--- config.mk ---
export PLATFORM = sky130hd
export DESIGN_NAME = lbbt_ram
export DESIGN_NICKNAME = d
export VERILOG_FILES = /design/src/rtl/lbbt_ram.sv
export SDC_FILE = /design/constraint.sdc
export NUM_CORES = 1
export LEC_CHECK = 0
export ABC_AREA = 1
export BUFFER_PORTS_ARGS = -buffer_cell sky130_fd_sc_hd__buf_2
export CAP_MARGIN = 10
export CELL_PAD_IN_SITES_DETAIL_PLACEMENT = 0
export CELL_PAD_IN_SITES_GLOBAL_PLACEMENT = 2
export CORE_MARGIN = 3
export CORE_UTILIZATION = 44
export CTS_CLUSTER_DIAMETER = 80
export DETAILED_ROUTE_END_ITERATION = 10
export MAX_ROUTING_LAYER = met4
export PLACE_DENSITY_LB_ADDON = 0.1
export SETUP_SLACK_MARGIN = 0.5
export SYNTH_ARGS = -nofsm -noshare
export SYNTH_HDL_FRONTEND = slang
export SYNTH_SLANG_ARGS = --single-unit
export TNS_END_PERCENT = 10
--- constraint.sdc ---
create_clock -name i_clk -period 2.21 [get_ports i_clk]
set_input_delay 0.663 -clock i_clk [delete_from_list [all_inputs] [get_ports i_clk]]
set_output_delay 0.663 -clock i_clk [all_outputs]
set_load 0.01 [all_outputs]
--- src/rtl/lbbt_ram.sv ---
// generic single write port, single read port ram with registered read
// no dependencies
module lbbt_ram #(
    parameter int WIDTH = 8,
    parameter int DEPTH = 16
) (
    input  logic                     i_clk,
    input  logic                     i_we,
    input  logic [$clog2(DEPTH)-1:0] i_waddr,
    input  logic [WIDTH-1:0]         i_wdata,
    input  logic                     i_re,
    input  logic [$clog2(DEPTH)-1:0] i_raddr,
    output logic [WIDTH-1:0]         o_rdata
);

    logic [WIDTH-1:0] r_mem [DEPTH];
    logic [WIDTH-1:0] r_rdata;

    always_ff @(posedge i_clk) begin
        if (i_we) begin
            r_mem[i_waddr] <= i_wdata;
        end
        if (i_re) begin
            r_rdata <= r_mem[i_raddr];
        end
    end

    assign o_rdata = r_rdata;

endmodule

==> impl_results.md <==
* Status: finished, final reports clean
* Tcrit/Tclk final at 75.2%
* Combinational Power Share at under 10%
* Final hold vios at 0
* Core outline area at approximately 13,000 um^2
* Startpoint types: register
* CP Cell Sequence: buf_2
* Critical Path RT at between 1.5 and 2 ns
* Main area contributors after synthesis: edfxtp_1 (70%), nand2_1 (11%), nand3_1 (8.3%)
* Final #Nets at between 600 and 700
* Sequential-to-total area share from yosys stat at a little over two thirds
* Sink Count at around 140
* Gr usage total at a little over a fifth
* Final core utilization at around 53%
* Full die area at roughly 15,000 um^2
* Sequential share of power at between 40 and 50%
* Vias in the first global route at around 3,800
* Post-synth top area share at a little over two thirds
* Post-Syn Instances at 551
* Top post-synthesis cells by count: nand2_1 (173), edfxtp_1 (136), inv_1 (100)
* CP delay by family, top: flip-flops
* Routed Antenna Nets at 0
* Max stage delay on crit path at ~0.41 ns
* Hpwl dp at between 8 and 9 mm
* Total number of vias at 3,804
* Max Root-Sink Buffers at 2
* Max Slew Vio Count at 0
* Hold slack at a little over 0.6 ns
* Slowest-stage cell, CP: edfxtp_1
* Syn nets at between 500 and 600
* EDFF count, synth at about 140
* PwrDens at 902 nW/um^2
* CP Class: reg2out
* Wire per inst at ~18 um
* Area growth syn-to-layout at 17.3%
* Drt total wl at 13.8 mm
* Most common cell in the netlist: nand2_1
* RSZ-0062 raised after global routing: no
* Post-synthesis cell area at 5850 um^2
* DRC at 0
* Clock power frac at between 40% and 50%
* Gr ovfl total at 0
* Clock skew at between 0.005 and 0.006 ns
* RD Place Congestion at approximately 0.79
* Switching share of power at 21.1%
* Largest net degree at the start of global routing at 46
* YS warnings at 0
* Layout cells sized above 1 at ~14%
* Net Sw Power at between 1 and 1.5 mW
* Pre-antenna DRT Iters at 5
* Cell Area, Placed at 6250 um^2
* First-pass GRT wire length at between 20 and 25 mm
* Fin area at approximately 6900 um^2
* Antenna Cells at 0
* Post-CTS sizing at 0
* Min Tclk post-route at roughly 1.7 ns
* H-tree levels at 4
* Cell row count at about 40
* Max-Cap Viols at 0
* Slew headroom at roughly 56%
* CP max FO at 1
* Synthesized area per cell at ~11 um^2
* Static leakage at just under 3 nW
* Number of I/O pins at 27
* # port buffers at 26
* Total CTS buffers at 17
* Die Span X at 121 um
* CTS tree: yes
* Starting DRT DRC Count at 311
* Hold crit path type: in2reg
* CP bufs+invs at 1
* Arrival @ worst endpoint at 1.00 ns
* Primary FF master, synth: edfxtp_1
* Initial antenna violation count at 0
* Hold_buf cts at 0
* Power Internal at roughly 4.9 mW
* Final Setup Violations at 0
* Yosys cell types at 11
* Maximum clock frequency at approximately 0.6 GHz
* Clk_lat worst skew at about 0.42 ns
* Starting density of the core at a little under half
* Yosys top cell by area: edfxtp_1
* Die height at ~120 um
* Via/cell ratio at slightly below 5
* Ys async rst share at 0%
* Worst-path clk slew at approximately 0.06 ns
* Yosys reg bits at 136
* Total negative setup slack at 0 ns
* Power consumption at 6.19 mW
* Endpoint class of the critical path: output port
* Root buf cell: clkbuf_16
* Setup repair bufs after CTS at 0
* Worst VDD drop at roughly 0.52 mV
* Slew @ Worst Pin at roughly 0.65 ns
-- final timing paths --
path | from | end | slack [ns] | cells after the start
worst min register to register | r_mem[10][0]$_DFFE_PP_ | o_rdata[0]$_DFFE_PP_ | 0.74 | 6
worst max-delay path | o_rdata[0]$_DFFE_PP_ | o_rdata[0] | 0.55 | 1
worst max register to register | r_mem[6][0]$_DFFE_PP_ | o_rdata[0]$_DFFE_PP_ | 1.07 | 6
worst min-delay path | i_re | o_rdata[5]$_DFFE_PP_ | 0.62 | 1
-- area by class of cell --
type	count	area [um^2]
sequential	136	4080
fill	1154	5960
multi-input combinational	289	1210
timing repair buffer	51	355
inverter	102	383
tap	172	215
clock buffer	17	425
clock inverter	15	184
-- routing by layer --
| metal | vias to the layer above | GRT usage, % | part of all wire [%] |
|---|---|---|---|
| met3 | 23 | 4.29 | 5.0 |
| met1 | 1797 | 29.0 | 48 |
| li1 | 1871 | - | - |
| met2 | 113 | 30.6 | 45 |
| met5 | - | - | 0 |
| met4 | 0 | 8.26 | 1.9 |
-- stage by stage --
step / cells / setup slack (ns)
floorplan: 551 / 0.596
global placement: 750 / 0.256
detailed placement: 750 / 0.251
CTS: 782 / 0.522
global route: 782 / 0.518
finish: 782 / 0.547
-- power by group through the flow --
stage	combinational, mW	clock, mW	sequential (mW)
floorplan	0.204	0	2.98
global placement	0.371	0	2.98
CTS	0.373	2.95	2.92
global route	0.413	3.06	2.93
detailed placement	0.372	0	2.98
finish	0.367	2.90	2.92
-- cell usage in the layout, fill, tap and decap left out --
cell type and count:
bufinv_16 4, clkinvlp_4 4, inv_1 100, nand3_1 97, nand2_1 173, clkbuf_16 17, clkinv_2 6, buf_12 3
buf_2 26, edfxtp_1 136, nor2_1 17, nand3b_1 2, inv_2 2, clkinv_1 1, buf_4 22
-- logic make-up after synthesis --
group	share of synthesized area [%]
buf+inv	9.39
flops	69.8
simple gates	20.8
-- registers in the layout (all words and copies together) (netlist names) --
register and flops:
r_mem 128, o_rdata 8
Note: power is estimated with default switching activity, not from simulation.
