`src/rtl/lbbt_pkg.sv`:
```
// shared types and constants for the labeled bounding box table
// no dependencies
package lbbt_pkg;

    localparam int CFG_W       = 13;
    localparam int LABEL_W     = 10;
    localparam int FIRST_W     = 12;
    localparam int END_W       = 13;
    localparam int CMP_W       = 17;
    localparam int APB_DATA_W  = 32;
    localparam int APB_ADDR_W  = 3;
    localparam int QUEUE_DEPTH = 4;
    localparam int QPTR_W      = 2;
    localparam int QCNT_W      = 3;

    localparam logic REG_IDX_HEIGHT = 1'b0;
    localparam logic REG_IDX_WIDTH  = 1'b1;

    localparam logic CMD_PIXEL = 1'b0;
    localparam logic CMD_READ  = 1'b1;

    localparam logic [CFG_W-1:0] HEIGHT_RESET = 13'd1024;
    localparam logic [CFG_W-1:0] WIDTH_RESET  = 13'd1024;

    typedef enum logic [1:0] {
        K_PIXEL       = 2'd0,
        K_PIXEL_SKIP  = 2'd1,
        K_READ        = 2'd2,
        K_READ_ABSENT = 2'd3
    } t_kind;

    typedef enum logic [1:0] {
        ST_IDLE = 2'b01,
        ST_EXEC = 2'b10
    } t_back_state;

endpackage

```
`src/rtl/lbbt_back.sv`:
```
// back end: box table read-modify-write, valid marks and read results
// depends on lbbt_pkg; drives the box ram
module lbbt_back
    import lbbt_pkg::*;
#(
    parameter int NUM_LABELS = 256,
    parameter int LBL_W      = 8,
    parameter int DIM_W      = 12,
    parameter int ENT_W      = 4 + LBL_W + 2 * DIM_W,
    parameter int BOX_W      = 4 * DIM_W
) (
    input  logic               i_clk,
    input  logic               i_rst_n,
    input  logic               i_q_empty,
    input  logic [ENT_W-1:0]   i_q_data,
    output logic               o_q_pop,
    output logic               o_ram_we,
    output logic [LBL_W-1:0]   o_ram_waddr,
    output logic [BOX_W-1:0]   o_ram_wdata,
    output logic               o_ram_re,
    output logic [LBL_W-1:0]   o_ram_raddr,
    input  logic [BOX_W-1:0]   i_ram_rdata,
    output logic               o_result_valid,
    output logic               o_present,
    output logic [FIRST_W-1:0] o_row_first,
    output logic [END_W-1:0]   o_row_end,
    output logic [FIRST_W-1:0] o_col_first,
    output logic [END_W-1:0]   o_col_end,
    output logic               o_label_overflow
);

    t_back_state          r_state, n_state;
    logic [ENT_W-1:0]     r_ent;
    logic [NUM_LABELS-1:0] r_valid, n_valid;

    logic                 r_res_valid;
    logic                 r_present;
    logic [FIRST_W-1:0]   r_row_first, r_col_first;
    logic [END_W-1:0]     r_row_end, r_col_end;
    logic                 r_ovf_out;

    t_kind                e_kind;
    logic                 e_fs, e_ovf;
    logic [LBL_W-1:0]     e_lbl;
    logic [DIM_W-1:0]     e_row, e_col;
    logic [DIM_W-1:0]     b_row_lo, b_row_hi, b_col_lo, b_col_hi;
    logic [DIM_W-1:0]     w_row_lo, w_row_hi, w_col_lo, w_col_hi;
    logic                 hit;
    logic                 exec;

    assign e_kind = t_kind'(r_ent[ENT_W-1 -: 2]);
    assign e_fs   = r_ent[ENT_W-3];
    assign e_ovf  = r_ent[ENT_W-4];
    assign e_lbl  = r_ent[2*DIM_W +: LBL_W];
    assign e_row  = r_ent[DIM_W +: DIM_W];
    assign e_col  = r_ent[DIM_W-1:0];

    assign {b_row_lo, b_row_hi, b_col_lo, b_col_hi} = i_ram_rdata;

    assign exec = (r_state == ST_EXEC);
    assign hit  = r_valid[e_lbl] && !e_fs;

    always_comb begin
        w_row_lo = hit && (b_row_lo < e_row) ? b_row_lo : e_row;
        w_row_hi = hit && (b_row_hi > e_row) ? b_row_hi : e_row;
        w_col_lo = hit && (b_col_lo < e_col) ? b_col_lo : e_col;
        w_col_hi = hit && (b_col_hi > e_col) ? b_col_hi : e_col;
    end

    always_comb begin
        n_state = r_state;
        o_q_pop = 1'b0;
        case (r_state)
            ST_IDLE: begin
                if (!i_q_empty) begin
                    o_q_pop = 1'b1;
                    n_state = ST_EXEC;
                end
            end
            ST_EXEC: begin
                n_state = ST_IDLE;
            end
            default: begin
                n_state = ST_IDLE;
            end
        endcase
    end

    always_comb begin
        n_valid = r_valid;
        if (exec) begin
            if (e_fs) begin
                n_valid = '0;
            end
            if (e_kind == K_PIXEL) begin
                n_valid[e_lbl] = 1'b1;
            end
        end
    end

    assign o_ram_re    = o_q_pop;
    assign o_ram_raddr = i_q_data[2*DIM_W +: LBL_W];
    assign o_ram_we    = exec && (e_kind == K_PIXEL);
    assign o_ram_waddr = e_lbl;
    assign o_ram_wdata = {w_row_lo, w_row_hi, w_col_lo, w_col_hi};

    always_ff @(posedge i_clk) begin
        if (o_q_pop) begin
            r_ent <= i_q_data;
        end
        if (exec) begin
            r_ovf_out <= e_ovf;
            if ((e_kind == K_READ) && r_valid[e_lbl]) begin
                r_present   <= 1'b1;
                r_row_first <= FIRST_W'(b_row_lo);
                r_row_end   <= END_W'({1'b0, b_row_hi} + 1'b1);
                r_col_first <= FIRST_W'(b_col_lo);
                r_col_end   <= END_W'({1'b0, b_col_hi} + 1'b1);
            end else begin
                r_present   <= 1'b0;
                r_row_first <= '0;
                r_row_end   <= '0;
                r_col_first <= '0;
                r_col_end   <= '0;
            end
        end
    end

    always_ff @(posedge i_clk) begin
        if (!i_rst_n) begin
            r_state     <= ST_IDLE;
            r_valid     <= '0;
            r_res_valid <= 1'b0;
        end else begin
            r_state     <= n_state;
            r_valid     <= n_valid;
            r_res_valid <= exec && ((e_kind == K_READ) || (e_kind == K_READ_ABSENT));
        end
    end

    assign o_result_valid   = r_res_valid;
    assign o_present        = r_present;
    assign o_row_first      = r_row_first;
    assign o_row_end        = r_row_end;
    assign o_col_first      = r_col_first;
    assign o_col_end        = r_col_end;
    assign o_label_overflow = r_ovf_out;

endmodule

```
`config.mk`:
```
export PLATFORM = sky130hd
export DESIGN_NAME = lbbt_back
export DESIGN_NICKNAME = d
export VERILOG_FILES = /design/src/rtl/lbbt_pkg.sv /design/src/rtl/lbbt_back.sv
export SDC_FILE = /design/constraint.sdc
export NUM_CORES = 1
export LEC_CHECK = 0
export BUFFER_PORTS_ARGS = -buffer_cell sky130_fd_sc_hd__buf_2
export CORE_ASPECT_RATIO = 0.7
export CORE_MARGIN = 10
export CORE_UTILIZATION = 45
export DETAILED_ROUTE_END_ITERATION = 6
export PLACE_DENSITY = 0.63
export SLEW_MARGIN = 20
export SYNTH_ARGS = -nofsm -noshare
export SYNTH_HDL_FRONTEND = slang
export SYNTH_SLANG_ARGS = --single-unit
```
`constraint.sdc`:
```
create_clock -name i_clk -period 12.05 [get_ports i_clk]
set_input_delay 1.205 -clock i_clk [delete_from_list [all_inputs] [get_ports i_clk]]
set_output_delay 1.205 -clock i_clk [all_outputs]
set_load 0.01 [all_outputs]
```
==> metrics.txt <==
average routed wire per standard cell ~22 um; pin count of the biggest net entering global routing 139; final setup margin a little over 6000 ps; Pwr Total ~2600 uW; Place WS 6690 ps; Clock Pin Slew Worst Setup and Hold Paths roughly 60 ps; fraction of layout cells with a size suffix above 1 21.1%; WHS Endpoint o_label_overflow$_DFFE_PP_; DRC 0; Sw Pwr 639 uW; Hold Crit Class reg -> reg; slowest stage cell, crit path o211ai_2; crit path max fanout 110; Synth area leaders dfxtp_1 (31%), edfxtp_1 (16%), a22oi_1 (13%); DR iter-0 viols 1,323; Post-synth EDFFs 88; critical-path cell list buf_12, mux4_1, mux4_2, o22ai_1, nor3_1, nor2_2, a311oi_4, o211ai_2, mux2_2, buf_2; CTS tree yes; count of cell types in the netlist 51; vias in the first global route 12,359; sequential area share after synthesis 46.3%; max-cap viol count 0; Root Buffer clkbuf_16; cts bufs inserted 36; TritonCTS Sinks 347; Slew Limit Fails 0; reg-to-reg startpoint r_ent[24]$_DFFE_PP_; element type at the critical path end output pin; RR Endpoint o_row_first[0]$_SDFFCE_PN0P_; # resized after CTS 0; Hold Fails Final Rpt 0; Critical Path Start Type flip-flop; area growth from synthesis to layout 14.4%; GPL Wtd Cong approximately 0.86; mapped cell area 16,900 sq um; worst min-delay path startpoint r_ent[32]$_DFFE_PP_; die area 45,800 sq um; largest stage delay on the critical path about 800 ps; top cell type's share of synthesized area 30.7%; initial antenna violation count 0; flop-to-flop setup slack between 7000 and 8000 ps; critical path required time 10,850 ps; first-pass GRT wire length between 70 and 80 mm; Yosys Warn Count 0; Final setup viols 0; CP bufs+invs 2; fmax 0.167 GHz; Starting Density 45.5%; Setup TNS Final 0 ps; Leakage between 0.007 and 0.008 uW; Mapped Nets around 1,700; ys flop type dfxtp_1; Tmin final 5980 ps; H-Tree Depth 2; Congestion Overflow GR 0; critical path arrival 4780 ps; grt met3 use 3.22%; Ports 207; Die Y ~180 um; Total GRT Usage approximately 21%; fillers 3,339; clk_lat worst skew roughly 540 ps; Routed WL 49.6 mm; antenna cells 0; # rows 59; grt peak-use layer met2; via count ~13,000; Seq pwr share 47.0%; outcome complete, no violations; internal power 1940 uW; commonest cells after routing, fill and taps aside a22oi_1 (283), nor2b_1 (259), dfxtp_1 (259), buf_2 (205), mux2i_1 (104); RSZ-0062 raised after global routing no; Mapped Cells 1,597; setup bufs post-CTS 0; Worst R2R Path Depth 10; period utilization 49.6%; worst hold stages 0; critical path class reg -> out; crit-path leading delay family multiplexers; CTS Hold Buffers Added 0; met2 usage just over 30%; DP HPWL 32.2 mm; Synth async-reset ratio 0%; Placeable Area 37,100 sq um; Nets 1,868; first-pass iteration count of the detailed router 5; Detail Route Antenna Nets 0; sw frac approximately a quarter; Syn Area/Cell about 11 sq um; Die W between 200 and 300 um; worst-margin pin slew 1140 ps; Yosys top cell by area dfxtp_1; M1 GR Usage 30.5%; Slew Limit Headroom 23.7%; clock power share between 40% and 50%; PwrDens 134 nW/um^2; Fin Clk Skew 19.5 ps; Combinational Power Share 9.9%; CTS max path bufs 3; Vias/cell 5.76; most common cell after layout, fill and taps aside a22oi_1; number of buffers added on ports 206; VDD IR max 0.0000983 V; number of synthesized register bits 347
per-stage QoR:
stage / cells / hold WS [ps] / utilization [%] / area, sq um
after floorplan: 1597 / 400 / - / 16900
after global placement: 2183 / 401 / 48.9 / 18100
after detailed placement: 2183 / 425 / 48.9 / 18100
after CTS: 2248 / 445 / 52.0 / 19300
after global routing: 2248 / 460 / 52.1 / 19300
final: 2248 / 445 / 52.1 / 19300
kinds of logic after synthesis:
| logic type | share of synthesized area [%] |
|---|---|
| multiplexers | 12.5 |
| buffers and inverters | 5.73 |
| XOR/XNOR | 1.04 |
| AND/OR/NAND/NOR | 15.4 |
| adder cells (fa/ha/maj) | 3.55 |
| AO/OA/AOI/OAI | 15.5 |
| flip-flops | 46.3 |
cell usage after synthesis, types with 2 or more instances:
cell type and instances:
nand3_1 25, nand4_1 11, mux4_2 14, a22oi_1 283, a211oi_2 2, nand2b_1 13, clkbuf_1 98, o211ai_2 2
xor2_1 10, o21ai_2 2, edfxtp_1 88, mux2_2 10, o31ai_1 3, dfxtp_1 259, nor4_1 2, nor2b_1 262
a32oi_1 2, and3_1 9, xnor2_1 10, ha_1 48, and2_1 9, buf_2 8, buf_6 13, clkbuf_4 2
o21a_1 3, a21oi_1 23, o22ai_1 6, a211oi_1 2, nor3b_1 3, a21o_1 7, nor3_1 18, buf_4 24
or3_1 4, mux4_1 14, nand2_1 34, mux2i_1 104, o21ai_0 11, inv_1 53, nor2_1 76, mux2_4 18
a2111oi_0 2
metal layers:
metal / wire length [um] / part of all wire, % / vias to the layer above
li1: - / - / 6048
met1: 23700 / 48 / 6416
met2: 21700 / 44 / 417
met3: 3290 / 6.6 / 70
met4: 874 / 1.8 / 0
met5: 0 / 0 / -
cell type report:
class	instances	area, sq um	area share, %
clock buffer	56	1110	5.73
tap	488	611	3.16
sequential	347	7830	40.5
multi-input combinational	1051	8200	42.4
clock inverter	9	62.6	0.323
inverter	53	199	1.03
timing repair buffer	244	1340	6.90
how the worst max path moves through the flow:
stage,start,end,slack (ps),cells past startpoint
global route,r_ent[24]$_DFFE_PP_,o_ram_wdata[12],5910,10
floorplan,i_q_empty,o_ram_re,6250,2
finish,r_ent[24]$_DFFE_PP_,o_ram_wdata[36],6070,10
global placement,r_ent[24]$_DFFE_PP_,o_ram_wdata[12],6750,10
CTS,r_ent[24]$_DFFE_PP_,o_ram_wdata[12],6100,10
detailed placement,r_ent[24]$_DFFE_PP_,o_ram_wdata[12],6690,10
power groups by stage:
stage / logic (uW) / clock network [uW] / registers (uW)
finish: 256 / 1110 / 1210
global route: 276 / 1180 / 1210
CTS: 253 / 1130 / 1210
detailed placement: 252 / 0 / 1240
global placement: 248 / 0 / 1240
floorplan: 167 / 0 / 1240
flip-flops by register name, indices dropped and copies added, names as in the netlist:
signal            count
r_valid             256
r_ent                36
o_col_end            13
o_row_end            13
o_col_first          12
o_row_first          12
r_state               2
o_label_overflow      1
o_present             1
o_result_valid        1
Note: power is estimated with default switching activity, not from simulation.
