$ cat src/rtl/lbbt_pkg.sv
// shared types and constants for the labeled bounding box table
// no dependencies
package lbbt_pkg;

    localparam int CFG_W       = 13;
    localparam int LABEL_W     = 10;
    localparam int FIRST_W     = 12;
    localparam int END_W       = 13;
    localparam int CMP_W       = 17;
    localparam int APB_DATA_W  = 32;
    localparam int APB_ADDR_W  = 3;
    localparam int QUEUE_DEPTH = 4;
    localparam int QPTR_W      = 2;
    localparam int QCNT_W      = 3;

    localparam logic REG_IDX_HEIGHT = 1'b0;
    localparam logic REG_IDX_WIDTH  = 1'b1;

    localparam logic CMD_PIXEL = 1'b0;
    localparam logic CMD_READ  = 1'b1;

    localparam logic [CFG_W-1:0] HEIGHT_RESET = 13'd1024;
    localparam logic [CFG_W-1:0] WIDTH_RESET  = 13'd1024;

    typedef enum logic [1:0] {
        K_PIXEL       = 2'd0,
        K_PIXEL_SKIP  = 2'd1,
        K_READ        = 2'd2,
        K_READ_ABSENT = 2'd3
    } t_kind;

    typedef enum logic [1:0] {
        ST_IDLE = 2'b01,
        ST_EXEC = 2'b10
    } t_back_state;

endpackage

$ cat src/rtl/lbbt_front.sv
// front end: raster counters, frame start and label range classification
// depends on lbbt_pkg
module lbbt_front
    import lbbt_pkg::*;
#(
    parameter int NUM_LABELS = 256,
    parameter int MAX_DIM    = 4096,
    parameter int LBL_W      = 8,
    parameter int DIM_W      = 12,
    parameter int ENT_W      = 4 + LBL_W + 2 * DIM_W
) (
    input  logic               i_clk,
    input  logic               i_rst_n,
    input  logic               i_accept,
    input  logic               i_command,
    input  logic [LABEL_W-1:0] i_label,
    input  logic [CFG_W-1:0]   i_height,
    input  logic [CFG_W-1:0]   i_width,
    output logic               o_push,
    output logic [ENT_W-1:0]   o_entry
);

    logic [DIM_W-1:0] r_row, n_row;
    logic [DIM_W-1:0] r_col, n_col;
    logic             r_ovf, n_ovf;

    logic [CMP_W-1:0] h_raw, w_raw, h_sz, w_sz;
    logic [CMP_W-1:0] row_inc, col_inc;
    logic             frame_start;
    logic             in_range;
    t_kind            kind;
    logic             ent_ovf;

    always_comb begin
        h_raw = CMP_W'(i_height);
        w_raw = CMP_W'(i_width);
        if (h_raw == '0) begin
            h_sz = CMP_W'(1);
        end else if (h_raw > CMP_W'(MAX_DIM)) begin
            h_sz = CMP_W'(MAX_DIM);
        end else begin
            h_sz = h_raw;
        end
        if (w_raw == '0) begin
            w_sz = CMP_W'(1);
        end else if (w_raw > CMP_W'(MAX_DIM)) begin
            w_sz = CMP_W'(MAX_DIM);
        end else begin
            w_sz = w_raw;
        end
        row_inc = CMP_W'(r_row) + CMP_W'(1);
        col_inc = CMP_W'(r_col) + CMP_W'(1);
    end

    assign frame_start = (r_row == '0) && (r_col == '0);
    assign in_range    = ({1'b0, i_label} < (LABEL_W + 1)'(NUM_LABELS));

    always_comb begin
        n_row   = r_row;
        n_col   = r_col;
        n_ovf   = r_ovf;
        kind    = K_READ_ABSENT;
        ent_ovf = r_ovf;
        case (i_command)
            CMD_PIXEL: begin
                kind  = in_range ? K_PIXEL : K_PIXEL_SKIP;
                n_ovf = (frame_start ? 1'b0 : r_ovf) | !in_range;
                if (col_inc >= w_sz) begin
                    n_col = '0;
                    if (row_inc >= h_sz) begin
                        n_row = '0;
                    end else begin
                        n_row = row_inc[DIM_W-1:0];
                    end
                end else begin
                    n_col = col_inc[DIM_W-1:0];
                end
            end
            CMD_READ: begin
                kind = in_range ? K_READ : K_READ_ABSENT;
            end
            default: begin
                kind = K_READ_ABSENT;
            end
        endcase
    end

    always_ff @(posedge i_clk) begin
        if (!i_rst_n) begin
            r_row <= '0;
            r_col <= '0;
            r_ovf <= 1'b0;
        end else if (i_accept) begin
            r_row <= n_row;
            r_col <= n_col;
            r_ovf <= n_ovf;
        end
    end

    assign o_push  = i_accept;
    assign o_entry = {kind, frame_start && (i_command == CMD_PIXEL), ent_ovf,
                      i_label[LBL_W-1:0], r_row, r_col};

endmodule

$ cat config.mk
export PLATFORM = sky130hd
export DESIGN_NAME = lbbt_front
export DESIGN_NICKNAME = d
export VERILOG_FILES = /design/src/rtl/lbbt_pkg.sv /design/src/rtl/lbbt_front.sv
export SDC_FILE = /design/constraint.sdc
export NUM_CORES = 1
export LEC_CHECK = 0
export BUFFER_PORTS_ARGS = -buffer_cell sky130_fd_sc_hd__buf_2
export CORE_MARGIN = 10
export CORE_UTILIZATION = 45
export DETAILED_ROUTE_END_ITERATION = 6
export HOLD_SLACK_MARGIN = 0.05
export PLACE_DENSITY_LB_ADDON = 0.1
export SYNTH_ARGS = -nofsm -noshare
export SYNTH_HDL_FRONTEND = slang
export SYNTH_SLANG_ARGS = --single-unit
$ cat constraint.sdc
create_clock -name i_clk -period 3.45 [get_ports i_clk]
set_input_delay 0.1725 -clock i_clk [delete_from_list [all_inputs] [get_ports i_clk]]
set_output_delay 0.1725 -clock i_clk [all_outputs]
set_load 0.01 [all_outputs]
==> results of run 1 <==
critical path, delay by kind of cell, from the launching register on:
kind                       cells  cell delay (ns)
DFF                            1             0.46
xor gates and xnor gates       1             0.13
and+or+nand+nor                7             1.52
AOI/OAI and AO/OA              3             0.67
adders and majority gates      1             0.31
placed cells by master (no fill, tap or decap), types with 3 or more instances in the layout:
master	netlist	routed
a21boi_0	4	4
a21o_1	3	3
a21oi_1	10	10
a221o_1	3	3
a22o_1	4	4
a32o_1	3	3
and3_1	4	3
buf_2	1	60
buf_4	11	8
clkbuf_8	0	3
dfxtp_1	25	25
ha_1	30	30
inv_1	6	6
nand2_1	46	46
nand3_1	10	9
nand4_1	4	4
nor2_1	26	23
nor2_2	1	3
nor2b_1	5	5
nor3_1	5	5
nor4_1	6	6
o211ai_1	4	4
o21ai_0	8	8
or2_2	3	3
or4_1	4	4
xnor2_1	9	9
xor2_1	15	15
worst paths after layout:
kind | startpoint | to | depth (start not counted)
setup / recovery | r_col[2]$_SDFFE_PN0P_ | r_row[3]$_SDFFE_PN0P_ | 12
hold / removal | i_rst_n | r_col[0]$_SDFFE_PN0P_ | 2
setup reg to reg | r_col[2]$_SDFFE_PN0P_ | r_row[3]$_SDFFE_PN0P_ | 12
hold reg to reg | ent_ovf$_SDFFE_PN0P_ | ent_ovf$_SDFFE_PN0P_ | 2
through the flow:
step	std cells	hold WS, ns
floorplan	293	0.393
detailed placement	404	0.345
CTS	408	0.264
global route	408	0.290
global placement	404	0.345
finish	408	0.267
flip-flops by register name (all words and copies together) (netlist names):
name     flops
r_row       12
ent_ovf      1
r_col       12
metal layers:
| layer | GRT usage | up-vias | share of wire |
|---|---|---|---|
| met5 | 0 | - | 0 |
| met4 | 0.0183 | 0 | 0.0045 |
| li1 | - | 1135 | - |
| met1 | 0.207 | 1011 | 0.50 |
| met3 | 0.0370 | 4 | 0.052 |
| met2 | 0.221 | 47 | 0.44 |
power groups by stage:
stage                     combinational, mW  sequential [mW]  clock (mW)
final                                 0.166            0.314       0.171
after floorplan                       0.119            0.314           0
after detailed placement              0.164            0.320           0
after CTS                             0.165            0.314       0.178
after global routing                  0.189            0.316       0.189
after global placement                0.161            0.320           0
area by class of cell:
cell class / instances / area, µm² / share of cell area
Sequential cell: 25 / 500 / 0.187
Multi-Input combinational cell: 238 / 1660 / 0.620
Timing Repair Buffer: 68 / 360 / 0.135
Inverter: 6 / 22.5 / 0.00843
Tap cell: 67 / 83.8 / 0.0314
Clock inverter: 1 / 5.00 / 0.00187
Clock buffer: 3 / 41.3 / 0.0155
cell families after synthesis:
group	Yosys count	synth area share
mux	1	0.00492
flops	25	0.219
buf+inv	30	0.0711
simple gates	128	0.275
compound gates	55	0.174
xor+xnor	24	0.0919
fa+ha+maj	30	0.164
repair_timing:
item,in CTS,in global routing
resized for setup,0,8
endpoints found under the hold margin,0,0
setup endpoints to repair,0,15
hold buffers,0,0
==> impl_metrics.py, run 1 <==
metrics = {
    "job": {
        "max_cap_violations": 0,
    },
    "yosys": {
        "yosysMostFrequentCell": "nand2_1",
        "synth_common_cells": "nand2_1, ha_1, nor2_1",
        "avgSynthCellArea_um2": 7.81,
        "yosys.area.top_type_share": 0.219,
        "synth_flop_cell": "dfxtp_1",
        "yosys_warnings": 0,
        "yosysUniqueCellTypes": 49,
        "seq_area_frac_synth": 0.219,
        "syn_area_um2": 2290,
        "synth_area_leaders": "dfxtp_1, ha_1, nand2_1",
        "synth_nets": 363,
        "synth_seq_cells": 25,
        "synth_top_area_cell": "dfxtp_1",
        "synth-edff-count": 0,
        "postSynth.asyncResetShare": 0,
        "syn_inst": 293,
    },
    "sta": {
        "maxSlewHeadroom": 0.431,
        "setup_slack_ns": 0.242,
        "timing.fmax_ghz": 0.312,
        "skew_ns": 0.00533,
        "timing_hold_violations_final": 0,
        "setup_viol": 0,
        "min_period_ns": 3.21,
        "tightestPinTransition_ns": 0.851,
        "finalCritPeriodShare": 0.930,
        "finalMaxSlewViolations": 0,
        "fin_tns_setup_ns": 0,
    },
    "power": {
        "p_comb_frac": 0.255,
        "switchingPower_uw": 196,
        "power_frac_seq": 0.482,
        "intPower_uw": 455,
        "vdd_ir_drop_max_v": 0.000193,
        "p_clk_frac": 0.263,
        "power.density_nw_per_um2": 244,
        "leakage_nw": 1.30,
        "finalPower_uw": 651,
        "power_switching_share": 0.301,
    },
    "placed_design": {
        "io_buffers": 60,
        "placedInstanceArea_um2": 2590,
        "dp_hpwl_mm": 5.17,
        "dpl_worst_slack_ns": 0.188,
        "gp_congestion": 0.813,
    },
    "routing": {
        "drt_pass1_iterations": 4,
        "drc": 0,
        "routed_wl_mm": 6.19,
        "ant_nets": 0,
        "wl_per_cell_um": 15.2,
        "vias": 2197,
        "drt_iter0_drc": 178,
        "routed_via_density": 5.38,
    },
    "clock_tree": {
        "cts_tree": "yes",
        "htreeDepth": 1,
        "cts_buffer_depth": 2,
        "clk_pin_slew_worst_paths_ns": 0.08,
        "clock_latency_ns": 0.27,
        "post_cts_buffers": 0,
        "numCtsBuffers": 3,
        "cts-root-buf": "clkbuf_8",
        "clkSinkCount": 25,
    },
    "critical_path": {
        "worst_path_max_delay_cell": "dfxtp_1",
        "required_ns": 3.61,
        "cp_max_fo": 6,
        "cp-start-kind": "flip-flop",
        "critical_path_class": "reg -> reg",
        "cp.arrival_ns": 3.37,
        "r2r_slack_ns": 0.24,
        "cp_cell_sequence": "nand3_1 -> nor2_1 -> and3_2 -> nand2_1 -> xnor2_1 -> ha_1 -> nand2_1 -> o21ai_1 -> a211oi_2 -> or3_4 -> and2_4 -> a221o_1",
        "end_kind": "flip-flop",
        "crit_top_cell": "nand2_1",
        "slowest_delay_ns": 0.46,
    },
    "floorplan": {
        "die_area_um2": 8340,
        "die_y_um": 91.3,
        "coreArea_um2": 4820,
        "start_util": 0.475,
        "pin_count": 77,
        "die_w_um": 91.3,
        "num_rows": 25,
    },
    "final_layout": {
        "nets": 412,
        "syn_to_final_growth_pct": 16.7,
        "drive_above_1_share": 0.264,
        "fillCellCount": 474,
        "fin_util": 0.554,
        "finish.instance_area_um2": 2670,
        "antenna_cells": 0,
    },
    "outcome": {
        "status": "completed",
    },
    "grt": {
        "grt_pass1_wl_mm": 10.6,
        "antenna_found_initial": 0,
        "grt_pass1_vias": 2153,
        "grt_max_degree": 15,
        "grt_usage": 0.146,
        "overflow": 0,
    },
    "hold_path": {
        "min_path_type": "in -> reg",
    },
}
No activity file was read; power rests on OpenSTA's default activity.
==> run 2: changes to the inputs <==
Settings changed: ABC_AREA set to 1.
Clock period 3.45 ns to 3.73 ns, I/O delays scaled along.
==> impl_metrics.py, run 2 <==
metrics = {
    "outcome": {
        "status": "completed",
    },
    "job": {
        "max_cap_violations": 0,
    },
    "floorplan": {
        "start_util": 0.459,
        "die_w_um": 94.7,
        "pin_count": 77,
        "die_area_um2": 8970,
        "coreArea_um2": 5470,
        "num_rows": 27,
        "die_y_um": 94.7,
    },
    "sta": {
        "maxSlewHeadroom": 0.672,
        "timing_hold_violations_final": 0,
        "setup_viol": 0,
        "finalMaxSlewViolations": 0,
        "tightestPinTransition_ns": 0.491,
        "timing.fmax_ghz": 0.342,
        "skew_ns": 0.00503,
        "fin_tns_setup_ns": 0,
        "rsz0062_at_grt": "false",
        "min_period_ns": 2.92,
        "finalCritPeriodShare": 0.784,
    },
    "final_layout": {
        "finalNonFillerCells": 525,
        "syn_to_final_growth_pct": 12.4,
        "antenna_cells": 0,
        "regArea_um2": 500,
        "drive_above_1_share": 0.174,
        "fillCellCount": 607,
        "final_common_cell": "nand2_1",
        "nets": 524,
        "most-common-layout-cells": "nand2_1, nor2_1, buf_2",
        "multi_input_area_um2": 1650,
    },
    "power": {
        "finalPower_uw": 575,
        "intPower_uw": 402,
        "power_frac_seq": 0.484,
        "p_clk_frac": 0.282,
        "switchingPower_uw": 173,
        "p_comb_frac": 0.234,
        "leakage_nw": 1.61,
        "vdd_ir_drop_max_v": 0.000114,
        "power_switching_share": 0.302,
        "power.density_nw_per_um2": 204,
    },
    "routing": {
        "routed_via_density": 4.88,
        "vias": 2563,
        "wl_per_cell_um": 12.6,
        "drt_pass1_iterations": 4,
        "drc": 0,
        "ant_nets": 0,
        "drt_iter0_drc": 70,
        "routed_wl_mm": 6.59,
    },
    "grt": {
        "overflow": 0,
        "grt_usage": 0.150,
        "grt_max_degree": 26,
        "grt_pass1_vias": 2476,
        "antenna_found_initial": 0,
        "grt_pass1_wl_mm": 11.2,
    },
    "yosys": {
        "synth_nets": 477,
        "synth_common_cells": "nand2_1, nor2_1, inv_1",
        "synth_top_area_cell": "dfxtp_1",
        "yosys.area.top_type_share": 0.199,
        "yosysUniqueCellTypes": 30,
        "syn_inst": 407,
        "synth_seq_cells": 25,
        "avgSynthCellArea_um2": 6.17,
        "yosys_warnings": 0,
        "synth_area_leaders": "dfxtp_1, nand2_1, ha_1",
        "synth-edff-count": 0,
        "seq_area_frac_synth": 0.199,
        "postSynth.asyncResetShare": 0,
        "syn_area_um2": 2510,
        "synth_flop_cell": "dfxtp_1",
        "yosysMostFrequentCell": "nand2_1",
    },
    "critical_path": {
        "reg2reg_to": "r_row[3]$_SDFFE_PN0P_",
        "reg2regPathDepth": 16,
        "cp.arrival_ns": 3.13,
        "cp-start-kind": "flip-flop",
        "r2r_slack_ns": 0.81,
        "crit_end": "r_row[3]$_SDFFE_PN0P_",
        "cp_max_fo": 12,
        "required_ns": 3.94,
        "crit_start": "r_row[0]$_SDFFE_PN0P_",
        "end_kind": "flip-flop",
        "reg2reg_from": "r_row[0]$_SDFFE_PN0P_",
        "critical_path_class": "reg -> reg",
    },
    "clock_tree": {
        "post_cts_resized": 0,
        "cts-root-buf": "clkbuf_8",
        "clock_latency_ns": 0.27,
        "post_cts_buffers": 0,
        "cts_buffer_depth": 2,
        "clkSinkCount": 25,
        "clk_pin_slew_worst_paths_ns": 0.09,
        "holdBufCountCts": 0,
        "htreeDepth": 1,
        "cts_tree": "yes",
        "numCtsBuffers": 3,
    },
    "placed_design": {
        "place_inst": 521,
        "gp_congestion": 0.857,
        "dp_hpwl_mm": 5.58,
        "io_buffers": 60,
    },
    "hold_path": {
        "min_path_type": "in -> reg",
    },
}
## run 2: final cells by class
type,instances,share of cell area
Inverter,57,0.0758
Clock buffer,4,0.0160
Tap cell,72,0.0319
Sequential cell,25,0.177
Multi-Input combinational cell,304,0.585
Timing Repair Buffer,63,0.114
## run 2: power groups by stage
stage          clock network, mW  registers, mW  logic (mW)
2_1_floorplan                  0          0.285      0.0965
3_3_place_gp                   0          0.284       0.135
3_5_place_dp                   0          0.284       0.136
4_1_cts                    0.167          0.278       0.137
5_1_grt                    0.180          0.279       0.157
6_report                   0.162          0.278       0.135
## run 2: worst max-delay path, stage by stage, from the launching register on
cell and delay, ns:
dfxtp_1 0.43, ha_1 0.20, nand2_1 0.10, nor2_1 0.10, nand2_1 0.11, nor2_1 0.14, nand2_1 0.08, xor2_1 0.18
inv_1 0.07, ha_1 0.32, a21oi_1 0.15, nor2_1 0.05, nor3_1 0.13, nand4_1 0.43, nor2_1 0.24, nor2_1 0.06
nor2_1 0.10
## run 2: kinds of logic after synthesis
group                      Yosys count  share of synthesized area
xor gates and xnor gates            13                     0.0453
AOI/OAI and AO/OA                   32                     0.0707
DFF                                 25                      0.199
buffers and inverters               78                      0.144
and+or+nand+nor                    229                      0.391
adders and majority gates           30                      0.149
## run 2: metal layers
metal / GRT usage / part of all wire
met1: 0.167 / 0.42
met2: 0.273 / 0.49
met3: 0.0333 / 0.069
met4: 0.0524 / 0.024
met5: 0 / 0
## run 2: worst min-delay path by stage
stage / start / to / slack [ns] / cells past startpoint
after global placement: i_label[7] / o_entry[31] / 0.37 / 0
after detailed placement: i_label[7] / o_entry[31] / 0.37 / 0
after CTS: i_rst_n / r_row[10]$_SDFFE_PN0P_ / 0.26 / 3
final: i_rst_n / r_row[8]$_SDFFE_PN0P_ / 0.26 / 3
after floorplan: i_rst_n / r_row[7]$_SDFFE_PN0P_ / 0.31 / 2
after global routing: i_rst_n / r_row[9]$_SDFFE_PN0P_ / 0.27 / 3
## run 2: stage by stage
stage                     instance area [µm²]  hold slack [ns]  setup slack, ns   util
after floorplan                          2510            0.307             1.26      -
final                                    2820            0.256            0.807  0.516
after CTS                                2820            0.262            0.763  0.516
after detailed placement                 2780            0.373            0.791  0.508
after global placement                   2780            0.373            0.822  0.508
after global routing                     2820            0.273            0.390  0.516
