File: src/rtl/lbbt_pkg.sv
// shared types and constants for the labeled bounding box table
// no dependencies
package lbbt_pkg;

    localparam int CFG_W       = 13;
    localparam int LABEL_W     = 10;
    localparam int FIRST_W     = 12;
    localparam int END_W       = 13;
    localparam int CMP_W       = 17;
    localparam int APB_DATA_W  = 32;
    localparam int APB_ADDR_W  = 3;
    localparam int QUEUE_DEPTH = 4;
    localparam int QPTR_W      = 2;
    localparam int QCNT_W      = 3;

    localparam logic REG_IDX_HEIGHT = 1'b0;
    localparam logic REG_IDX_WIDTH  = 1'b1;

    localparam logic CMD_PIXEL = 1'b0;
    localparam logic CMD_READ  = 1'b1;

    localparam logic [CFG_W-1:0] HEIGHT_RESET = 13'd1024;
    localparam logic [CFG_W-1:0] WIDTH_RESET  = 13'd1024;

    typedef enum logic [1:0] {
        K_PIXEL       = 2'd0,
        K_PIXEL_SKIP  = 2'd1,
        K_READ        = 2'd2,
        K_READ_ABSENT = 2'd3
    } t_kind;

    typedef enum logic [1:0] {
        ST_IDLE = 2'b01,
        ST_EXEC = 2'b10
    } t_back_state;

endpackage

File: src/rtl/lbbt_queue.sv
// short fifo between front end and back end
// depends on lbbt_pkg
module lbbt_queue
    import lbbt_pkg::*;
#(
    parameter int ENT_W = 8
) (
    input  logic             i_clk,
    input  logic             i_rst_n,
    input  logic             i_push,
    input  logic [ENT_W-1:0] i_data,
    input  logic             i_pop,
    output logic [ENT_W-1:0] o_data,
    output logic             o_full,
    output logic             o_empty
);

    logic [ENT_W-1:0]  r_slot [QUEUE_DEPTH];
    logic [QPTR_W-1:0] r_wr_ptr, r_rd_ptr;
    logic [QCNT_W-1:0] r_count;
    logic              do_push, do_pop;

    assign o_full  = (r_count == QCNT_W'(QUEUE_DEPTH));
    assign o_empty = (r_count == '0);
    assign do_push = i_push && !o_full;
    assign do_pop  = i_pop && !o_empty;
    assign o_data  = r_slot[r_rd_ptr];

    always_ff @(posedge i_clk) begin
        if (do_push) begin
            r_slot[r_wr_ptr] <= i_data;
        end
    end

    always_ff @(posedge i_clk) begin
        if (!i_rst_n) begin
            r_wr_ptr <= '0;
            r_rd_ptr <= '0;
            r_count  <= '0;
        end else begin
            if (do_push) begin
                r_wr_ptr <= r_wr_ptr + 1'b1;
            end
            if (do_pop) begin
                r_rd_ptr <= r_rd_ptr + 1'b1;
            end
            case ({do_push, do_pop})
                2'b10:   r_count <= r_count + 1'b1;
                2'b01:   r_count <= r_count - 1'b1;
                default: r_count <= r_count;
            endcase
        end
    end

endmodule

File: config.mk
export PLATFORM = sky130hd
export DESIGN_NAME = lbbt_queue
export DESIGN_NICKNAME = d
export VERILOG_FILES = /design/src/rtl/lbbt_pkg.sv /design/src/rtl/lbbt_queue.sv
export SDC_FILE = /design/constraint.sdc
export NUM_CORES = 1
export LEC_CHECK = 0
export BUFFER_PORTS_ARGS = -buffer_cell sky130_fd_sc_hd__buf_2
export CORE_MARGIN = 2
export CORE_UTILIZATION = 50
export DETAILED_ROUTE_END_ITERATION = 6
export GPL_TIMING_DRIVEN = 0
export PLACE_DENSITY = 0.73
export SLEW_MARGIN = 20
export SYNTH_ARGS = -nofsm -noshare
export SYNTH_HDL_FRONTEND = slang
export SYNTH_SLANG_ARGS = --single-unit
File: constraint.sdc
create_clock -name i_clk -period 1.8 [get_ports i_clk]
set_input_delay 0.36 -clock i_clk [delete_from_list [all_inputs] [get_ports i_clk]]
set_output_delay 0.36 -clock i_clk [all_outputs]
set_load 0.01 [all_outputs]
==> flow_metrics.tcl, run 1 <==
set metrics [dict create \
    clockRootBuffer "clkbuf_4" \
    timing.setup.critical_path_class "reg2reg" \
    fp.dieH_microns 61.3 \
    synth_most_common_cell "edfxtp_1" \
    gr-total-overflow 0 \
    swShare_pct 29.6 \
    hold_class "in2reg" \
    timing.fmax_mhz 528 \
    site_row_count 20 \
    cts-buffers-inserted 5 \
    ctsLongestPathBuffers 2 \
    drt_drc_violations_left 0 \
    finalHoldViolations 0 \
    synthDominantCellAreaShare_pct 58.4 \
    comb_power_share_pct 33.7 \
    clk_latency_ns 0.34 \
    cts_htree_levels 2 \
    netlist.top_cell.by_area "edfxtp_1" \
    synth_top_cells_by_count "edfxtp_1, dfxtp_1, mux4_2" \
    worst_ep_arrival_time_ns 2.17 \
    die_x_microns 61.3 \
    p_int_uw 1800 \
    rr_endpoint "r_count[2]" \
    min-delay-start "i_data[6]" \
    detailed_routing_iterations_pass_1 4 \
    synth.ff_latch_count 41 \
    max_stage_delay_ns 0.38 \
    finalClockSkew_ns 0.00801 \
    worst_setup_hold_path_clk_slew_ns 0.12 \
    tritoncts "yes" \
    placeableCoreArea_sq_mm 0.00310 \
    clock_sink_count 41 \
    synth.area.top_cells "edfxtp_1, dfxtp_1, mux4_2" \
    ys.warnings.count 0 \
    hold_path_cells 1 \
    worst-path-max-fanout 4 \
    start_util_pct 53.0 \
    worst_path_max_delay_cell "dfxtp_4" \
    die-area_sq_mm 0.00376 \
    grt_antenna_before_repair 0 \
    drt-wirelength-per-cell_microns 15.0 \
    power.share.sequential_pct 49.2 \
    synthArstFlopShare_pct 0 \
    post-route-min-period_ns 1.90 \
    fillerInstances 235 \
    final_number_of_setup_violating_endpoints 9 \
    cap_violations 0 \
    critPathCaptureType "flip-flop" \
    place.port_buffers 20 \
    grt_setup_unrepaired "yes" \
    syn_to_final_growth_pct 19.3 \
    clkPwrFrac_pct 17.1 \
    place.gp.congestion 0.650 \
    power.ir.vdd_worst_v 0.000607 \
    reg2regPathDepth 9 \
    max_slew.worst_pin.slew_ns 0.443 \
    crit_path_cell_trace "nor3b_4 > nor2b_4 > inv_2 > ha_4 > inv_2 > fa_2 > xor2_1 > or3_1 > a21boi_1" \
    synth-edff-count 32 \
    slew_headroom_pct 70.5 \
    synthesized_instance_count 96 \
    fin_crit_sh_pct 105 \
    final_layout_size_suffix_gt1_share_pct 41.6 \
    timing.hold.worst_endpoint "r_slot[3][6]" \
    power.leakage_uw 0.000692 \
    final_max_slew_viol_count 0 \
    synth.lib_cells_used.distinct 21 \
    postRouteWirelength_microns 2540 \
    post_drt_via_cell_ratio 5.01 \
    p_total_uw 2560 \
    worst_slack_ns -0.0957 \
    critPathLaunchType "flip-flop" \
    synth.avg_cell_area_sq_um 17.1 \
    reg2reg_from "r_count[1]" \
    synthesis.nets 114 \
    n_antenna_cell 0 \
    dp_slack_ns -0.202 \
    globalRouteTotalUtil_pct 16.2 \
    cell_with_the_most_instances_on_the_worst_path "inv_2" \
    grt_max_degree 14 \
    routed-via-count 846 \
    violations_in_the_final_reports "setup timing" \
    detailedRoute.firstIterationViolations 28 \
    nNetsFinal 142 \
    vias_in_the_first_global_route 890 \
    synth.cell_area_sq_mm 0.00164 \
    dominant_register_cell_in_the_synthesized_netlist "edfxtp_1" \
    grt_pass1_wl_microns 4090 \
    cellPowerDensity_mw_per_mm2 1310 \
    dp.final_hpwl_microns 1790 \
    ant_nets 0 \
    synth_sequential_area_ratio_pct 69.4 \
    status "complete, but fails checks" \
    num_io_pins 22 \
    worst-r2r-setup-slack_ns -0.1 \
    cp.required_ns 2.07 \
    switch_pwr_uw 760 \
]
layer usage:
metal,wire length (microns),track usage (%)
met1,1040,19.0
met2,1350,27.4
met3,114,3.99
met4,39,9.12
met5,0,0
kinds of logic after synthesis:
| family | Yosys count | synth area share (%) |
|---|---|---|
| adders and majority gates | 6 | 5.02 |
| buffers and inverters | 10 | 2.44 |
| DFF | 41 | 69.4 |
| AOI/OAI and AO/OA | 7 | 2.43 |
| xor gates and xnor gates | 2 | 1.07 |
| muxes | 10 | 12.2 |
| and+or+nand+nor | 20 | 7.46 |
worst max-delay path by stage:
stage	from	endpoint	slack, ns	depth (start not counted)
final	r_count[1]	r_count[2]	-0.1	9
after global placement	r_count[0]	r_count[2]	-0.17	10
after global routing	r_count[1]	r_count[2]	-0.18	9
after CTS	r_count[1]	r_count[2]	-0.11	9
after detailed placement	r_count[0]	r_count[2]	-0.20	10
after floorplan	r_count[0]	r_count[2]	-0.17	10
per-stage QoR:
step / cell area, sq um / util (%) / TNS (ns) / cells / hold slack (ns)
after floorplan: 1670 / - / -0.198 / 96 / 0.456
after global placement: 1830 / 58.9 / -0.192 / 160 / 0.468
after detailed placement: 1830 / 58.9 / -0.251 / 160 / 0.486
after CTS: 1940 / 62.5 / -0.652 / 169 / 0.215
after global routing: 1960 / 63.2 / -1.06 / 169 / 0.203
final: 1960 / 63.2 / -0.432 / 169 / 0.226
power by group through the flow:
stage               registers, uW  logic (uW)  clock network, uW
CTS                          1260         823                453
global placement             1250         726                  0
finish                       1260         865                437
detailed placement           1260         741                  0
floorplan                    1240         543                  0
global route                 1280         948                495
registers in the layout, indices dropped and copies added, names as in the netlist, named ones only:
name	cells
r_slot	32
r_count	3
r_rd_ptr	2
r_wr_ptr	2
final cells by class:
type	count	area, sq um	area share (%)
Buffer	2	23.8	1.21
Timing Repair Buffer	23	160	8.16
Inverter	6	22.5	1.15
Clock buffer	5	37.5	1.91
Tap cell	44	55.1	2.81
Sequential cell	41	1150	58.7
Multi-Input combinational cell	45	494	25.2
Clock inverter	3	17.5	0.893
worst max-delay path: cells and delay by family, from the launching register on:
family	cells	cell delay (ns)
xor+xnor	1	0.15
compound gates	1	0.11
simple gates	3	0.63
fa+ha+maj	2	0.45
flops	1	0.38
buf+inv	2	0.10
layout by cell type (no fill, tap or decap), drive strengths merged:
| cell | netlist | layout |
|---|---|---|
| nand4bb | 1 | 1 |
| nor2b | 2 | 2 |
| a21boi | 2 | 2 |
| xor2 | 1 | 1 |
| nor3 | 1 | 1 |
| buf | 2 | 24 |
| and2 | 6 | 6 |
| nand2 | 7 | 7 |
| o21ai | 5 | 5 |
| clkinvlp | 0 | 1 |
| xnor2 | 1 | 1 |
| mux2i | 2 | 2 |
| edfxtp | 32 | 32 |
| fa | 1 | 1 |
| inv | 6 | 6 |
| clkinv | 0 | 2 |
| nor3b | 1 | 1 |
| clkbuf | 2 | 6 |
| ha | 5 | 5 |
| dfxtp | 9 | 9 |
| or3 | 2 | 2 |
| mux4 | 8 | 8 |
repair_timing:
| action | in CTS | in global routing |
|---|---|---|
| gates resized for setup | 12 | 4 |
| hold endpoints to repair | 0 | 0 |
| setup buffers | 3 | 0 |
| setup endpoints to repair | 10 | 9 |
| hold buffers | 0 | 0 |
| pin swaps | 1 | 0 |
Note: power is estimated with default switching activity, not from simulation.
==> run 2: changes to the inputs <==
- TNS_END_PERCENT: unset -> 20
==> run 2 against run 1 <==
The flow still finishes with violations (setup timing). Sequential power barely moved. Non-clock buffer count decreased by 1. Final area decreased by 1.0%. Combinational power shrank 0.9%. Power down 1.2%. Clock skew increased by 0.0048 ns. Count of clock-buffer cells in the layout increased by 1. Setup slack got worse by 0.047 ns. Sequential share of layout area rose by 0.60 points. Final cell count down 1.2%. Die area did not move. Via count increased by 5.4%. Critical path type unchanged. Largest cell class unchanged. Highest routed layer unchanged.
==> flow_metrics.tcl, run 2 (synthesized netlist as in run 1, its figures left out) <==
set metrics [dict create \
    gr-total-overflow 0 \
    ctsLongestPathBuffers 2 \
    placeableCoreArea_sq_mm 0.00310 \
    power.ir.vdd_worst_v 0.000662 \
    cts-buffers-inserted 5 \
    power.leakage_uw 0.000680 \
    grt_setup_unrepaired "yes" \
    detailedRoute.firstIterationViolations 33 \
    cellPowerDensity_mw_per_mm2 1300 \
    postLayoutCellArea_sq_mm 0.00194 \
    final_number_of_setup_violating_endpoints 10 \
    clock_sink_count 41 \
    place.port_buffers 20 \
    site_row_count 20 \
    timing.setup.critical_path_class "reg2reg" \
    dp.final_hpwl_microns 1810 \
    clk_latency_ns 0.34 \
    timing.fmax_mhz 515 \
    worst-path-max-fanout 4 \
    critPathLaunchType "flip-flop" \
    syn_to_final_growth_pct 18.1 \
    num_io_pins 22 \
    grt_pass1_wl_microns 4210 \
    postRouteWirelength_microns 2660 \
    drt_drc_violations_left 0 \
    route.top_layer_used "met4" \
    registers.top_by_ff_count "r_slot" \
    power.share.sequential_pct 50.0 \
    cts_hold_buffers 0 \
    violations_in_the_final_reports "setup timing" \
    fp.dieH_microns 61.3 \
    comb_power_share_pct 33.8 \
    tritoncts "yes" \
    hold_class "in2reg" \
    drt-wirelength-per-cell_microns 15.9 \
    cp.required_ns 2.09 \
    post_drt_via_cell_ratio 5.34 \
    post-route-min-period_ns 1.94 \
    die_x_microns 61.3 \
    worst_slack_ns -0.143 \
    grt_antenna_before_repair 0 \
    grt_max_degree 12 \
    max_stage_delay_ns 0.38 \
    route.layer.met1.wl_microns 1060 \
    finalClockSkew_ns 0.0128 \
    dpl-instance-area_sq_mm 0.00183 \
    dp_cells 160 \
    clockRootBuffer "clkbuf_4" \
    status "complete, but fails checks" \
    cap_violations 0 \
    vias_in_the_first_global_route 882 \
    cell_with_the_most_instances_on_the_worst_path "inv_2" \
    layoutNonFillerInstCount 167 \
    fin_crit_sh_pct 108 \
    clkPwrFrac_pct 16.2 \
    final_layout_size_suffix_gt1_share_pct 39.8 \
    final_common_cell "edfxtp_1" \
    worst_setup_hold_path_clk_slew_ns 0.12 \
    switch_pwr_uw 751 \
    totalNegativeSetupSlack_ns -0.574 \
    mostFrequentLayoutCells "edfxtp_1, buf_2, mux4_2, nand2_1, and2_1" \
    die-area_sq_mm 0.00376 \
    finalHoldViolations 0 \
    wl_met2_microns 1450 \
    start_util_pct 53.0 \
    detailed_routing_iterations_pass_1 4 \
    critPathCaptureType "flip-flop" \
    globalRouteTotalUtil_pct 16.6 \
    n_antenna_cell 0 \
    crit_path_cell_trace "nor3b_4 > nor2b_4 > inv_2 > ha_4 > inv_2 > fa_2 > xor2_1 > or3_1 > a21boi_2" \
    top_regs "r_slot: 32 flops, r_count: 3 flops" \
    cts_htree_levels 2 \
    routed-via-count 892 \
    wl_met3_microns 120 \
    flip_flop_count_of_the_largest_register_all_copies_and_words_added 32 \
    slew_headroom_pct 70.1 \
    swShare_pct 29.7 \
    ant_nets 0 \
    nNetsFinal 141 \
    p_int_uw 1780 \
    max_slew.worst_pin.slew_ns 0.449 \
    fillerInstances 253 \
    place.gp.congestion 0.646 \
    worst_ep_arrival_time_ns 2.23 \
    final_max_slew_viol_count 0 \
    worst_path_max_delay_cell "dfxtp_4" \
]
## run 2: cell count changes in the layout (fill, tap and decap cells not counted), sizes merged
cell,change
buf,-1
clkinv,-1
clkinvlp,-1
clkbuf,+1
## run 2: through the flow
step           util [%]  total power [uW]  setup slack (ns)  hold WS, ns
2_1_floorplan         -              1780            -0.176        0.456
3_3_place_gp       58.9              1970            -0.173        0.467
3_5_place_dp       58.9              2010            -0.214        0.493
4_1_cts            61.4              2490            -0.142        0.223
5_1_grt            62.6              2690            -0.230        0.223
6_report           62.6              2530            -0.143        0.231
## run 2: per-layer routing
layer / GRT usage (%) / up-vias
met1: 18.1 / 454
met2: 29.5 / 20
met4: 6.38 / 0
li1: - / 412
met3: 5.88 / 6
met5: 0 / -
## run 2: worst paths after layout
check              startpoint            to  slack (ns)  depth (start not counted)
setup / recovery   r_count[0]    r_count[2]       -0.14                          9
hold / removal      i_data[4]  r_slot[0][4]        0.23                          1
setup reg to reg   r_count[0]    r_count[2]       -0.14                          9
hold reg to reg   r_wr_ptr[1]   r_wr_ptr[1]        0.51                          2
## run 2: worst max-delay path: cells and delay by family (launching register included)
family / cells / cell delay (ns)
buffers and inverters: 2 / 0.11
XOR/XNOR: 1 / 0.17
flip-flops: 1 / 0.38
AO/OA/AOI/OAI: 1 / 0.12
AND/OR/NAND/NOR: 3 / 0.65
adder cells (fa/ha/maj): 2 / 0.46
## run 2: layout make-up
cell class | count | area (sq um) | share of cell area (%)
clock buffers | 6 | 41.3 | 2.13
plain buffers | 2 | 23.8 | 1.22
multi-input cells | 45 | 498 | 25.6
repair buffers | 22 | 146 | 7.54
well taps | 44 | 55.1 | 2.84
inverters | 6 | 22.5 | 1.16
clock inverters | 1 | 3.75 | 0.193
flip-flops and latches | 41 | 1150 | 59.3
## run 2: power by group through the flow
stage | combinational [uW] | sequential (uW) | clock, uW
detailed placement | 749 | 1260 | 0
floorplan | 533 | 1240 | 0
finish | 857 | 1270 | 410
global placement | 718 | 1250 | 0
CTS | 805 | 1270 | 412
global route | 950 | 1280 | 459
## run 2: what timing repair did
item / CTS / global route
cloned: 0 / 0
buffers inserted: 1 / 1
gates resized for setup: 12 / 5
pin swaps: 2 / 2
hold endpoints to repair: 0 / 0
setup endpoints to repair: 10 / 10
==> run 3: changes to the inputs <==
- SKIP_LAST_GASP: unset -> 1
- clock period: 1.8 -> 1.7 ns (I/O delays scaled with it)
==> run 3 against run 2 <==
The flow still finishes with violations (setup timing). Largest power group unchanged. Routed wire length increased by 0.49%. Count of clock-buffer cells in the layout unchanged. Core utilization decreased by 0.12 points. Critical path type unchanged.
==> flow_metrics.tcl, run 3 (synthesized netlist as in run 1, its figures left out) <==
set metrics [dict create \
    nNetsFinal 143 \
    registers.top_by_ff_count "r_slot" \
    worst-path-max-fanout 4 \
    timing.setup.critical_path_class "reg2reg" \
    timing.fmax_mhz 516 \
    worstSetupStartpoint "r_count[0]" \
    finalHoldViolations 0 \
    multiInputGateArea_sq_um 508 \
    max_stage_delay_ns 0.39 \
    cellPowerDensity_mw_per_mm2 1380 \
    worst_setup_hold_path_clk_slew_ns 0.11 \
    cts_hold_buffers 0 \
    top_regs "r_slot: 32 flops, r_count: 3 flops" \
    max_slew.worst_pin.slew_ns 0.453 \
    n_antenna_cell 0 \
    clk_latency_ns 0.34 \
    place.gp.congestion 0.646 \
    layoutNonFillerInstCount 169 \
    dp_cells 160 \
    finalClockSkew_ns 0.0121 \
    grt_setup_unrepaired "yes" \
    hold_class "in2reg" \
    final_max_slew_viol_count 0 \
    worst_slack_ns -0.237 \
    clockRootBuffer "clkbuf_4" \
    ant_nets 0 \
    die-area_sq_mm 0.00376 \
    power.leakage_uw 0.000684 \
    place.port_buffers 20 \
    globalRouteTotalUtil_pct 16.5 \
    cpLargestDelayFamily "simple AND/OR/NAND/NOR gates" \
    placeableCoreArea_sq_mm 0.00310 \
    tritoncts "yes" \
    postRouteWirelength_microns 2670 \
    vias_in_the_first_global_route 879 \
    power.ir.vdd_worst_v 0.000796 \
    dp.final_hpwl_microns 1810 \
    cts-buffers-inserted 5 \
    fillerInstances 255 \
    slew_headroom_pct 69.8 \
    syn_to_final_growth_pct 17.9 \
    fin_crit_sh_pct 114 \
    critPathCaptureType "flip-flop" \
    final_number_of_setup_violating_endpoints 10 \
    cts_htree_levels 2 \
    site_row_count 20 \
    detailedRoute.firstIterationViolations 34 \
    critPathLaunchType "flip-flop" \
    final_layout_size_suffix_gt1_share_pct 41.6 \
    path_buf_inv 2 \
    cap_violations 0 \
    violations_in_the_final_reports "setup timing" \
    num_io_pins 22 \
    drt-wirelength-per-cell_microns 15.8 \
    mostFrequentLayoutCells "edfxtp_1, buf_2, mux4_2, nand2_1, and2_1" \
    status "complete, but fails checks" \
    flip_flop_count_of_the_largest_register_all_copies_and_words_added 32 \
    gr-total-overflow 0 \
    grt_max_degree 12 \
    worst_path_max_delay_cell "dfxtp_4" \
    ff_latch_area_sq_mm 0.00115 \
    cell_with_the_most_instances_on_the_worst_path "inv_2" \
    ctsLongestPathBuffers 2 \
    post-route-min-period_ns 1.94 \
    die_x_microns 61.3 \
    crit_path_cell_trace "nor3b_4 > nor2b_4 > inv_2 > ha_4 > inv_2 > fa_2 > xor2_1 > or3_1 > a21boi_2" \
    worst_ep_arrival_time_ns 2.22 \
    fp.dieH_microns 61.3 \
    clock_sink_count 41 \
    detailed_routing_iterations_pass_1 4 \
    final_common_cell "edfxtp_1" \
    reg2reg_from "r_count[0]" \
    grt_pass1_wl_microns 4180 \
    dp_slack_ns -0.314 \
    routed-via-count 885 \
    cp.required_ns 1.98 \
    drt_drc_violations_left 0 \
    grt_antenna_before_repair 0 \
    post_drt_via_cell_ratio 5.24 \
    start_util_pct 53.0 \
    min-delay-start "i_data[4]" \
]
run 3: cell count changes in the layout (fill, tap and decap cells not counted):
cell	delta
nor3_2	-1
buf_2	+5
buf_4	+2
o21ai_2	+1
nor3_4	+1
dfxtp_2	-1
buf_6	-5
o21ai_0	-1
dfxtp_4	+1
run 3: metrics by stage:
stage	hold WS (ns)	total power, uW	cell area [sq um]	util, %	setup TNS, ns
after global placement	0.467	2090	1830	58.9	-0.425
after floorplan	0.439	1880	1670	-	-0.420
final	0.211	2680	1940	62.5	-1.32
after detailed placement	0.493	2130	1830	58.9	-0.469
after CTS	0.203	2620	1900	61.2	-1.57
after global routing	0.204	2850	1940	62.5	-2.29
run 3: path summary, 6_finish.rpt:
check,endpoint,slack [ns],cells past startpoint
max,r_count[2],-0.24,9
min,r_slot[0][4],0.21,1
max reg2reg,r_count[2],-0.24,9
min reg2reg,r_wr_ptr[1],0.51,2
run 3: power breakdown:
group,switching [uW],total (uW),internal [uW]
Clock,283,434,150
Sequential,111,1360,1250
Combinational,417,890,473
Total,811,2680,1870
run 3: worst register-to-register path, stage by stage (launching register included):
cell and delay (ns):
dfxtp_4 0.39, nor3b_4 0.25, nor2b_4 0.07, inv_2 0.07
ha_4 0.13, inv_2 0.04, fa_2 0.32, xor2_1 0.17
or3_1 0.33, a21boi_2 0.12
run 3: per-layer routing:
| layer | vias up | wire [microns] | track usage [%] |
|---|---|---|---|
| li1 | 418 | - | - |
| met1 | 443 | 1060 | 17.8 |
| met2 | 18 | 1450 | 29.5 |
| met3 | 6 | 119 | 5.88 |
| met4 | 0 | 36 | 6.38 |
| met5 | - | 0 | 0 |
run 3: cell type report:
class	count	area share [%]
Buffer	2	1.23
Clock buffer	6	2.13
Clock inverter	1	0.194
Inverter	6	1.16
Multi-Input combinational cell	45	26.2
Sequential cell	41	59.5
Tap cell	44	2.84
Timing Repair Buffer	24	6.71
run 3: repair_timing:
action,4_1_cts,5_1_grt
buffers inserted,1,3
endpoints found under the setup margin,10,10
resized for setup,10,6
pin swaps,2,3
